$ cat src/rtl/bsp_pkg.sv
`timescale 1ns / 1ps
package bsp_pkg;

  localparam int unsigned MaxWidth  = 4096;
  localparam int unsigned MaxHeight = 4096;

  localparam logic [1:0] KIND_PIXEL    = 2'd0;
  localparam logic [1:0] KIND_INFO     = 2'd1;
  localparam logic [1:0] KIND_ERROR    = 2'd2;
  localparam logic [1:0] KIND_COMPLETE = 2'd3;

  localparam logic [2:0] ERR_MAGIC    = 3'd0;
  localparam logic [2:0] ERR_DIB      = 3'd1;
  localparam logic [2:0] ERR_PLANES   = 3'd2;
  localparam logic [2:0] ERR_COMPRESS = 3'd3;
  localparam logic [2:0] ERR_OFFSET   = 3'd4;
  localparam logic [2:0] ERR_SIZE     = 3'd5;
  localparam logic [2:0] ERR_EARLY    = 3'd6;

  localparam logic [1:0] ORDER_FILE = 2'd0;
  localparam logic [1:0] ORDER_RGBA = 2'd1;
  localparam logic [1:0] ORDER_BGRA = 2'd2;

  typedef struct packed {
    logic [1:0]  kind;
    logic [25:0] byte_offset;
    logic [31:0] data_word;
    logic [2:0]  byte_count;
    logic [12:0] image_width;
    logic [12:0] image_height;
    logic [5:0]  bits_per_pixel;
    logic [14:0] row_stride;
    logic [2:0]  error_code;
    logic        last;
  } result_t;

endpackage

$ cat src/rtl/bsp_parser.sv
`timescale 1ns / 1ps
module bsp_parser (
  input  logic              clk,
  input  logic              rst_n,
  input  logic              accept,
  input  logic [7:0]        data_byte,
  input  logic              start_file,
  input  logic              end_file,
  input  logic [1:0]        color_order,
  output logic [1:0]        res_count,
  output bsp_pkg::result_t  res0,
  output bsp_pkg::result_t  res1
);

  typedef enum logic [2:0] {
    PH_HDR, PH_SKIP, PH_DATA, PH_DONE, PH_ERR
  } phase_t;

  phase_t      phase_r, phase_nxt;
  logic [31:0] pos_r, pos_nxt;
  logic [31:0] fs_r, fs_nxt;
  logic [31:0] dstart_r, dstart_nxt;
  logic        hs52_r, hs52_nxt, hs56_r, hs56_nxt;
  logic [12:0] width_r, width_nxt, height_r, height_nxt;
  logic [5:0]  depth_r, depth_nxt;
  logic        big_r, big_nxt;
  logic        bf_r, bf_nxt, flip_r, flip_nxt;
  logic [4:0]  sh_r [4];
  logic [4:0]  sh_nxt [4];
  logic [12:0] row_r, row_nxt;
  logic [14:0] col_r, col_nxt;
  logic [1:0]  c3_r, c3_nxt;
  logic [23:0] pix_r, pix_nxt;
  logic [25:0] rbase_r, rbase_nxt;
  logic [14:0] stride_r;
  logic [15:0] w3_r;
  logic [18:0] bits;
  logic [27:0] prod;

  bsp_pkg::result_t res [2];
  logic [1:0]  n;
  logic [1:0]  co;
  logic [31:0] p, w, tz;
  logic [7:0]  cr, cg, cb, ca;
  logic [14:0] off;
  logic        fin, err;
  logic [2:0]  ecode;
  logic [15:0] colp1;

  assign bits = 19'(depth_r) * 19'(width_r);
  assign prod = 28'(height_r - 13'd1) * 28'(stride_r);

  function automatic bsp_pkg::result_t mk(input logic [1:0] k, input logic [25:0] o,
                                          input logic [31:0] d, input logic [2:0] c,
                                          input logic [2:0] e);
    bsp_pkg::result_t r;
    r = '0;
    r.kind = k;
    r.byte_offset = o;
    r.data_word = d;
    r.byte_count = c;
    r.error_code = e;
    return r;
  endfunction

  always_comb begin
    co = (color_order == 2'd3) ? bsp_pkg::ORDER_FILE : color_order;
    res[0] = '0;
    res[1] = '0;
    n = '0;
    fin = 1'b0;
    err = 1'b0;
    ecode = '0;
    p = '0;
    w = '0;
    tz = '0;
    off = '0;
    colp1 = '0;
    cr = '0; cg = '0; cb = '0; ca = '0;
    phase_nxt = phase_r; pos_nxt = pos_r; fs_nxt = fs_r; dstart_nxt = dstart_r;
    hs52_nxt = hs52_r; hs56_nxt = hs56_r; width_nxt = width_r; height_nxt = height_r;
    depth_nxt = depth_r; big_nxt = big_r; bf_nxt = bf_r; flip_nxt = flip_r;
    sh_nxt = sh_r; row_nxt = row_r; col_nxt = col_r; c3_nxt = c3_r; pix_nxt = pix_r;
    rbase_nxt = rbase_r;
    if (accept) begin
      if (start_file) begin
        phase_nxt = PH_HDR; pos_nxt = '0; fs_nxt = '0; dstart_nxt = '0;
        hs52_nxt = 1'b0; hs56_nxt = 1'b0; width_nxt = '0; height_nxt = '0;
        depth_nxt = '0; big_nxt = 1'b0; bf_nxt = 1'b0; flip_nxt = 1'b1;
        sh_nxt[0] = 5'd16; sh_nxt[1] = 5'd8; sh_nxt[2] = 5'd0; sh_nxt[3] = 5'd24;
        row_nxt = '0; col_nxt = '0; c3_nxt = '0; pix_nxt = '0; rbase_nxt = '0;
      end
      if (phase_nxt == PH_HDR) begin
        fs_nxt = {data_byte, fs_nxt[31:8]};
        for (int i = 0; i < 32; i++) begin
          if (fs_nxt[31 - i]) tz = 32'(31 - i);
        end
        unique case (pos_nxt)
          32'd1: if (fs_nxt[31:16] != 16'h4D42) begin err = 1'b1; ecode = bsp_pkg::ERR_MAGIC; end
          32'd13: dstart_nxt = fs_nxt;
          32'd17: begin
            hs52_nxt = fs_nxt >= 32'd52;
            hs56_nxt = fs_nxt >= 32'd56;
            if (fs_nxt < 32'd40) begin err = 1'b1; ecode = bsp_pkg::ERR_DIB; end
          end
          32'd21: begin
            width_nxt = fs_nxt[12:0];
            big_nxt = big_nxt | (fs_nxt > 32'(bsp_pkg::MaxWidth));
          end
          32'd25: begin
            flip_nxt = ~fs_nxt[31];
            w = fs_nxt[31] ? (32'd0 - fs_nxt) : fs_nxt;
            height_nxt = w[12:0];
            big_nxt = big_nxt | (w > 32'(bsp_pkg::MaxHeight));
          end
          32'd27: if (fs_nxt[31:16] != 16'd1) begin err = 1'b1; ecode = bsp_pkg::ERR_PLANES; end
          32'd29: begin
            depth_nxt = fs_nxt[21:16];
            big_nxt = big_nxt | (fs_nxt[31:16] > 16'd32);
          end
          32'd33: begin
            if (fs_nxt == 32'd3 && hs52_nxt) bf_nxt = 1'b1;
            else if (fs_nxt != 32'd0) begin err = 1'b1; ecode = bsp_pkg::ERR_COMPRESS; end
            else fin = 1'b1;
          end
          32'd57: if (bf_nxt) sh_nxt[0] = tz[4:0];
          32'd61: if (bf_nxt) sh_nxt[1] = tz[4:0];
          32'd65: if (bf_nxt) begin sh_nxt[2] = tz[4:0]; fin = !hs56_nxt; end
          32'd69: if (bf_nxt) begin sh_nxt[3] = tz[4:0]; fin = 1'b1; end
          default: ;
        endcase
        if (fin) begin
          if (big_nxt) begin err = 1'b1; ecode = bsp_pkg::ERR_SIZE; end
          else if (dstart_nxt <= pos_nxt) begin err = 1'b1; ecode = bsp_pkg::ERR_OFFSET; end
          else begin
            res[0] = mk(bsp_pkg::KIND_INFO, '0, '0, '0, '0);
            res[0].image_width = width_nxt;
            res[0].image_height = height_nxt;
            res[0].bits_per_pixel = depth_nxt;
            res[0].row_stride = stride_r;
            n = 2'd1;
            row_nxt = '0; col_nxt = '0; c3_nxt = '0;
            phase_nxt = PH_SKIP;
            if (height_nxt == '0 || stride_r == '0) begin
              phase_nxt = PH_DONE;
              res[1] = mk(bsp_pkg::KIND_COMPLETE, '0, '0, '0, '0);
              n = 2'd2;
            end
            rbase_nxt = flip_nxt ? prod[25:0] : '0;
          end
        end
        if (err) begin
          phase_nxt = PH_ERR;
          res[0] = mk(bsp_pkg::KIND_ERROR, '0, '0, '0, ecode);
          n = 2'd1;
        end
      end else if (phase_nxt == PH_SKIP || phase_nxt == PH_DATA) begin
        if (phase_nxt == PH_SKIP && pos_nxt >= dstart_nxt) phase_nxt = PH_DATA;
        if (phase_nxt == PH_DATA) begin
          if (depth_nxt == 6'd32) begin
            unique case (col_nxt[1:0])
              2'd0: pix_nxt = {16'd0, data_byte};
              2'd1: pix_nxt[15:8] = data_byte;
              2'd2: pix_nxt[23:16] = data_byte;
              default: begin
                p = {data_byte, pix_nxt};
                cr = 8'(p >> sh_nxt[0]);
                cg = 8'(p >> sh_nxt[1]);
                cb = 8'(p >> sh_nxt[2]);
                ca = 8'(p >> sh_nxt[3]);
                unique case (co)
                  bsp_pkg::ORDER_RGBA: w = {ca, cb, cg, cr};
                  bsp_pkg::ORDER_BGRA: w = {ca, cr, cg, cb};
                  default: w = p;
                endcase
                res[0] = mk(bsp_pkg::KIND_PIXEL, rbase_nxt + 26'(col_nxt) - 26'd3, w, 3'd4, '0);
                n = 2'd1;
              end
            endcase
          end else if (depth_nxt == 6'd24) begin
            if (16'(col_nxt) < w3_r) begin
              off = (co == bsp_pkg::ORDER_RGBA) ?
                    col_nxt - 15'(c3_nxt) - 15'(c3_nxt) + 15'd2 : col_nxt;
              res[0] = mk(bsp_pkg::KIND_PIXEL, rbase_nxt + 26'(off), 32'(data_byte), 3'd1, '0);
              n = 2'd1;
            end
          end else begin
            res[0] = mk(bsp_pkg::KIND_PIXEL, rbase_nxt + 26'(col_nxt), 32'(data_byte), 3'd1, '0);
            n = 2'd1;
          end
          colp1 = 16'(col_nxt) + 16'd1;
          col_nxt = colp1[14:0];
          c3_nxt = (c3_nxt == 2'd2) ? 2'd0 : c3_nxt + 2'd1;
          if (colp1 >= 16'(stride_r)) begin
            col_nxt = '0;
            c3_nxt = '0;
            row_nxt = row_nxt + 13'd1;
            if (row_nxt >= height_nxt) begin
              phase_nxt = PH_DONE;
              res[n[0]] = mk(bsp_pkg::KIND_COMPLETE, '0, '0, '0, '0);
              n = n + 2'd1;
            end else begin
              rbase_nxt = flip_nxt ? rbase_nxt - 26'(stride_r) : rbase_nxt + 26'(stride_r);
            end
          end
        end
      end
      if (end_file && phase_nxt != PH_DONE && phase_nxt != PH_ERR) begin
        phase_nxt = PH_ERR;
        res[n[0]] = mk(bsp_pkg::KIND_ERROR, '0, '0, '0, bsp_pkg::ERR_EARLY);
        n = n + 2'd1;
      end
      if (pos_nxt != 32'hFFFF_FFFF) pos_nxt = pos_nxt + 32'd1;
      if (n == 2'd1) res[0].last = 1'b1;
      if (n == 2'd2) res[1].last = 1'b1;
    end
  end

  assign res_count = n;
  assign res0 = res[0];
  assign res1 = res[1];

  always_ff @(posedge clk) begin
    if (!rst_n) begin
      phase_r <= PH_HDR; pos_r <= '0; fs_r <= '0; dstart_r <= '0;
      hs52_r <= 1'b0; hs56_r <= 1'b0; width_r <= '0; height_r <= '0;
      depth_r <= '0; big_r <= 1'b0; bf_r <= 1'b0; flip_r <= 1'b1;
      sh_r[0] <= 5'd16; sh_r[1] <= 5'd8; sh_r[2] <= 5'd0; sh_r[3] <= 5'd24;
      row_r <= '0; col_r <= '0; c3_r <= '0; pix_r <= '0; rbase_r <= '0;
      stride_r <= '0; w3_r <= '0;
    end else begin
      phase_r <= phase_nxt; pos_r <= pos_nxt; fs_r <= fs_nxt; dstart_r <= dstart_nxt;
      hs52_r <= hs52_nxt; hs56_r <= hs56_nxt; width_r <= width_nxt;
      height_r <= height_nxt; depth_r <= depth_nxt; big_r <= big_nxt; bf_r <= bf_nxt;
      flip_r <= flip_nxt; sh_r <= sh_nxt; row_r <= row_nxt; col_r <= col_nxt;
      c3_r <= c3_nxt; pix_r <= pix_nxt; rbase_r <= rbase_nxt;
      stride_r <= 15'(((20'(bits) + 20'd31) >> 5) << 2);
      w3_r <= 16'(width_r) * 16'd3;
    end
  end

endmodule

$ cat src/rtl/bsp_out_fifo.sv
`timescale 1ns / 1ps
module bsp_out_fifo (
  input  logic             clk,
  input  logic             rst_n,
  input  logic [1:0]       push_count,
  input  bsp_pkg::result_t push0,
  input  bsp_pkg::result_t push1,
  output logic             room,
  output logic             out_valid,
  input  logic             out_ready,
  output bsp_pkg::result_t head
);

  bsp_pkg::result_t mem_r [4];
  logic [1:0] wp_r, rp_r;
  logic [2:0] cnt_r;
  logic       pop;

  assign pop       = out_valid && out_ready;
  assign out_valid = cnt_r != 3'd0;
  assign room      = cnt_r <= 3'd2;
  assign head      = mem_r[rp_r];

  always_ff @(posedge clk) begin
    if (push_count != 2'd0) mem_r[wp_r] <= push0;
    if (push_count == 2'd2) mem_r[wp_r + 2'd1] <= push1;
  end

  always_ff @(posedge clk) begin
    if (!rst_n) begin
      wp_r <= '0;
      rp_r <= '0;
      cnt_r <= '0;
    end else begin
      wp_r <= wp_r + push_count;
      rp_r <= rp_r + 2'(pop);
      cnt_r <= cnt_r + 3'(push_count) - 3'(pop);
    end
  end

endmodule

$ cat src/rtl/bmp_stream_pixel_unpacker_core.sv
`timescale 1ns / 1ps
// channel | direction | handshake     | payload
// in      | input     | valid/ready   | data_byte, start_file, end_file
// out     | output    | valid/ready   | kind .. last (one port each)
// cfg     | input     | we, no wait   | color_order
// One byte per cycle; each byte is parsed in the cycle it is taken and its
// 0 to 2 results land in a 4-entry output queue, visible the next cycle.
// in_ready drops only while the queue holds more than two results.
// Reset (rst_n low, synchronous) empties the queue and restarts the parser.
module bmp_stream_pixel_unpacker_core (
  input  logic        clk,
  input  logic        rst_n,
  input  logic        in_valid,
  output logic        in_ready,
  input  logic [7:0]  in_data_byte,
  input  logic        in_start_file,
  input  logic        in_end_file,
  output logic        out_valid,
  input  logic        out_ready,
  output logic [1:0]  out_kind,
  output logic [25:0] out_byte_offset,
  output logic [31:0] out_data_word,
  output logic [2:0]  out_byte_count,
  output logic [12:0] out_image_width,
  output logic [12:0] out_image_height,
  output logic [5:0]  out_bits_per_pixel,
  output logic [14:0] out_row_stride,
  output logic [2:0]  out_error_code,
  output logic        out_last,
  input  logic        cfg_we,
  input  logic [1:0]  cfg_wdata
);

  logic [1:0]       order_r;
  logic [1:0]       cnt;
  bsp_pkg::result_t r0, r1, head;

  always_ff @(posedge clk) begin
    if (!rst_n) order_r <= bsp_pkg::ORDER_FILE;
    else if (cfg_we) order_r <= cfg_wdata;
  end

  bsp_parser u_parser (
    .clk(clk), .rst_n(rst_n), .accept(in_valid && in_ready),
    .data_byte(in_data_byte), .start_file(in_start_file), .end_file(in_end_file),
    .color_order(order_r), .res_count(cnt), .res0(r0), .res1(r1)
  );

  bsp_out_fifo u_fifo (
    .clk(clk), .rst_n(rst_n), .push_count(cnt), .push0(r0), .push1(r1),
    .room(in_ready), .out_valid(out_valid), .out_ready(out_ready), .head(head)
  );

  assign out_kind           = head.kind;
  assign out_byte_offset    = head.byte_offset;
  assign out_data_word      = head.data_word;
  assign out_byte_count     = head.byte_count;
  assign out_image_width    = head.image_width;
  assign out_image_height   = head.image_height;
  assign out_bits_per_pixel = head.bits_per_pixel;
  assign out_row_stride     = head.row_stride;
  assign out_error_code     = head.error_code;
  assign out_last           = head.last;

endmodule

$ cat config.mk
export PLATFORM = sky130hd
export DESIGN_NAME = bmp_stream_pixel_unpacker_core
export DESIGN_NICKNAME = d
export VERILOG_FILES = /design/src/rtl/bsp_pkg.sv /design/src/rtl/bsp_parser.sv /design/src/rtl/bsp_out_fifo.sv /design/src/rtl/bmp_stream_pixel_unpacker_core.sv
export SDC_FILE = /design/constraint.sdc
export NUM_CORES = 2
export LEC_CHECK = 0
export ABC_AREA = 1
export BUFFER_PORTS_ARGS = -buffer_cell sky130_fd_sc_hd__buf_2
export CORE_ASPECT_RATIO = 1.5
export CORE_UTILIZATION = 30
export DETAILED_ROUTE_END_ITERATION = 10
export PLACE_DENSITY = 0.44
export SKIP_LAST_GASP = 1
export SLEW_MARGIN = 15
export SYNTH_ARGS = -nofsm -noshare
export SYNTH_HDL_FRONTEND = slang
export SYNTH_SLANG_ARGS = --single-unit
$ cat constraint.sdc
create_clock -name clk -period 28.7 [get_ports clk]
set_input_delay 2.87 -clock clk [delete_from_list [all_inputs] [get_ports clk]]
set_output_delay 2.87 -clock clk [all_outputs]
set_load 0.005 [all_outputs]
==> impl_metrics.tcl <==
set metrics [dict create \
    netlist.area_leader.share_pct 23.09 \
    place.gp.congestion 0.9409 \
    die_area_sq_um 194300 \
    detail_route.wl_per_cell_um 21.95 \
    p_leak_uw 0.02941 \
    finClkSkew_ns 0.03871 \
    initial_utilization_pct 30.31 \
    worst_margin_pin_slew_ns 1.307 \
    drv.max_cap_violation_count 0 \
    globalRouteTotalUtil_pct 23.20 \
    post-route-min-period_ns 12.12 \
    netlist.top_cell.by_area "edfxtp_1" \
    hold_path.class "reg2reg" \
    drc 0 \
    clock_tree.root_cell "clkbuf_16" \
    setup.reg_to_reg.worst_slack_ns 19.14 \
    total_power_uw 3283 \
    instances_no_fill 10530 \
    synth_edf_count 444 \
    synth.cell_area_sq_um 57750 \
    min_period_over_period_pct 42.24 \
    timing.final.ws_setup_ns 16.58 \
    synth.lib_cells_used.distinct 67 \
    rows 196 \
    max_slew_margin_vs_limit_pct 11.96 \
    clock.fmax_mhz 82.49 \
    synth-main-ff-cell "edfxtp_1" \
    post-place-cells 10380 \
    die_x_um 360.3 \
    path_class "in2reg" \
    grt_max_degree 93 \
    rsz0062_at_grt "no" \
    final_common_cell "nand2_1" \
    antenna_violating_nets_left 0 \
    timing_hold_violations_final 0 \
    cts.reportedPaths.clkPinSlew_ns 0.06 \
    cts_htree_levels 3 \
    worstPathRequired_ns 29.02 \
    io-pin-count 133 \
    worstSkewPairLatency_ns 0.71 \
    startpoint_type_of_the_worst_setup_path "primary input" \
    overall_overflow_remaining_after_global_route 0 \
    crit_slowest_cell "nand4_4" \
    drt-vias-per-instance 5.133 \
    holdBufCountCts 0 \
    dpl.hpwl_um 169200 \
    cts_repair_resize_count 0 \
    area.growth.synth_to_final_pct 9.370 \
    cpMostUsedCell "nand2_1" \
    synth_sequential_area_ratio_pct 32.27 \
    drt_pre_antenna_iters 6 \
    core_area_sq_um 190500 \
    nets 8530 \
    run_status "completed" \
    fin_setup_tns_ns 0 \
    port_buf_inserts 129 \
    async_flop_share_pct 0 \
    maxSlewViolCount 0 \
    setup_viol_count_final 0 \
    synth.top_cells.by_area "edfxtp_1 (23%), nand2_1 (12%), dfxtp_1 (9.2%)" \
    syn-instance-count 8089 \
    path_max_fanout 58 \
    totalWireLength_um 231100 \
    finish.utilization_pct 33.15 \
    first_global_vias 53020 \
    cts_tree "yes" \
    largest_vdd_supply_drop_v 0.00004030 \
    power-per-cell-area_nw_per_um2 51.97 \
    worst_setup_path_end_kind "flip-flop" \
    most_used_cells_in_the_layout_excluding_fill_and_tap_cells "nand2_1 (1,893), inv_1 (1,228), nor2_1 (868)" \
    crit_arrival_ns 12.45 \
    antenna_found_initial 5 \
    postCtsSetupRepairBufs 0 \
    synth_area_per_cell_sq_um 7.140 \
    numClockSinks 709 \
    synth_seq_cells 709 \
    final_layout_size_suffix_gt1_share_pct 6.297 \
    placement.setup.worst_slack_ns 15.71 \
    initialDrtViolationCount 4179 \
    critical_path.max_stage_delay_ns 0.77 \
    clockBufferDepth 3 \
    detailroute.via_count 54040 \
    die_height_um 539.4 \
    grt_pass1_wl_um 341900 \
    cts-buffers-inserted 82 \
    yosys_warnings 0 \
]
worst max-delay path: cells and delay by family:
family,cells,cell delay [ns]
compound gates,1,0.23
fa+ha+maj,2,0.65
buf+inv,11,3.29
simple gates,20,5.14
synth_stat cells (12+ instances only):
cell type	count
dfxtp_1	265
fa_1	206
inv_1	1232
nand3_1	236
nand2_2	24
o21a_1	13
buf_2	30
a21oi_1	516
nor3_1	92
clkbuf_1	316
o21ai_0	768
xor2_1	85
buf_6	34
nor4_1	22
buf_1	33
clkinv_1	19
o22ai_1	146
nor2_1	874
xnor2_1	38
inv_2	12
o221ai_1	12
o31ai_1	19
o211ai_1	88
a211oi_1	21
a31oi_1	47
a221oi_1	33
nor2_2	43
edfxtp_1	444
nand4_1	48
ha_1	319
or2_2	24
nand2_1	1898
where the power goes:
group / switching [uW] / total [uW] / internal, uW
registers: 40.0 / 1200 / 1160
logic: 713 / 1010 / 296
clock network: 473 / 1080 / 605
total: 1230 / 3280 / 2060
worst paths after layout:
path | startpoint | endpoint | depth (start not counted)
hold reg to reg | u_parser.rbase_r[0] | u_parser.rbase_r[0] | 2
setup / recovery | in_start_file | u_fifo.mem_r[0][90] | 34
setup reg to reg | u_parser.pos_r[0] | u_fifo.mem_r[0][90] | 35
hold / removal | u_parser.rbase_r[0] | u_parser.rbase_r[0] | 2
metal layers:
layer,wire length (um),GRT usage [%],vias up
met1,94320,27.57,26010
met5,0,0,-
met4,11610,10.87,0
met2,115100,41.55,1469
li1,-,-,26120
met3,10080,2.391,447
cell families (layout without fill, tap and decap cells):
group,after synthesis,count (layout),share of synthesized area (%)
AO/OA/AOI/OAI,1737,1737,16.76
XOR/XNOR,123,123,1.865
adder cells (fa/ha/maj),525,525,14.05
buffers and inverters,1684,1644,11.50
flip-flops,709,709,32.27
multiplexers,6,6,0.1040
other,1,5,0.006493
AND/OR/NAND/NOR,3304,3304,23.44
state kept, by name, summed over array words and instances (netlist names), 2 cells and up:
| signal | count |
|---|---|
| u_parser.phase_r | 3 |
| u_parser.pix_r | 24 |
| u_parser.rbase_r | 26 |
| u_parser.height_r | 13 |
| u_parser.row_r | 13 |
| u_parser.fs_r | 24 |
| u_parser.sh_r | 20 |
| u_fifo.rp_r | 2 |
| u_fifo.mem_r | 444 |
| order_r | 2 |
| u_fifo.cnt_r | 3 |
| u_parser.c3_r | 2 |
| u_parser.pos_r | 32 |
| u_parser.col_r | 15 |
| u_fifo.wp_r | 2 |
| u_parser.stride_r | 13 |
| u_parser.w3_r | 15 |
| u_parser.dstart_r | 32 |
| u_parser.depth_r | 6 |
| u_parser.width_r | 13 |
metrics by stage:
stage                     hold WS, ns  instance area, sq um
after floorplan                0.4242                 57760
after global placement         0.4336                 60480
after detailed placement       0.4383                 60480
after CTS                      0.4472                 63160
after global routing           0.4755                 63160
final                          0.4457                 63170
area by class of cell:
class	instances	area, sq um
Timing Repair Buffer	234	1439
Clock inverter	37	449.2
Fill cell	20480	127400
Multi-Input combinational cell	5698	32550
Clock buffer	110	2227
Tap cell	2475	3097
Antenna cell	2	5.005
Sequential cell	709	18650
Inverter	1263	4758
(Power assumes the default switching activity.)
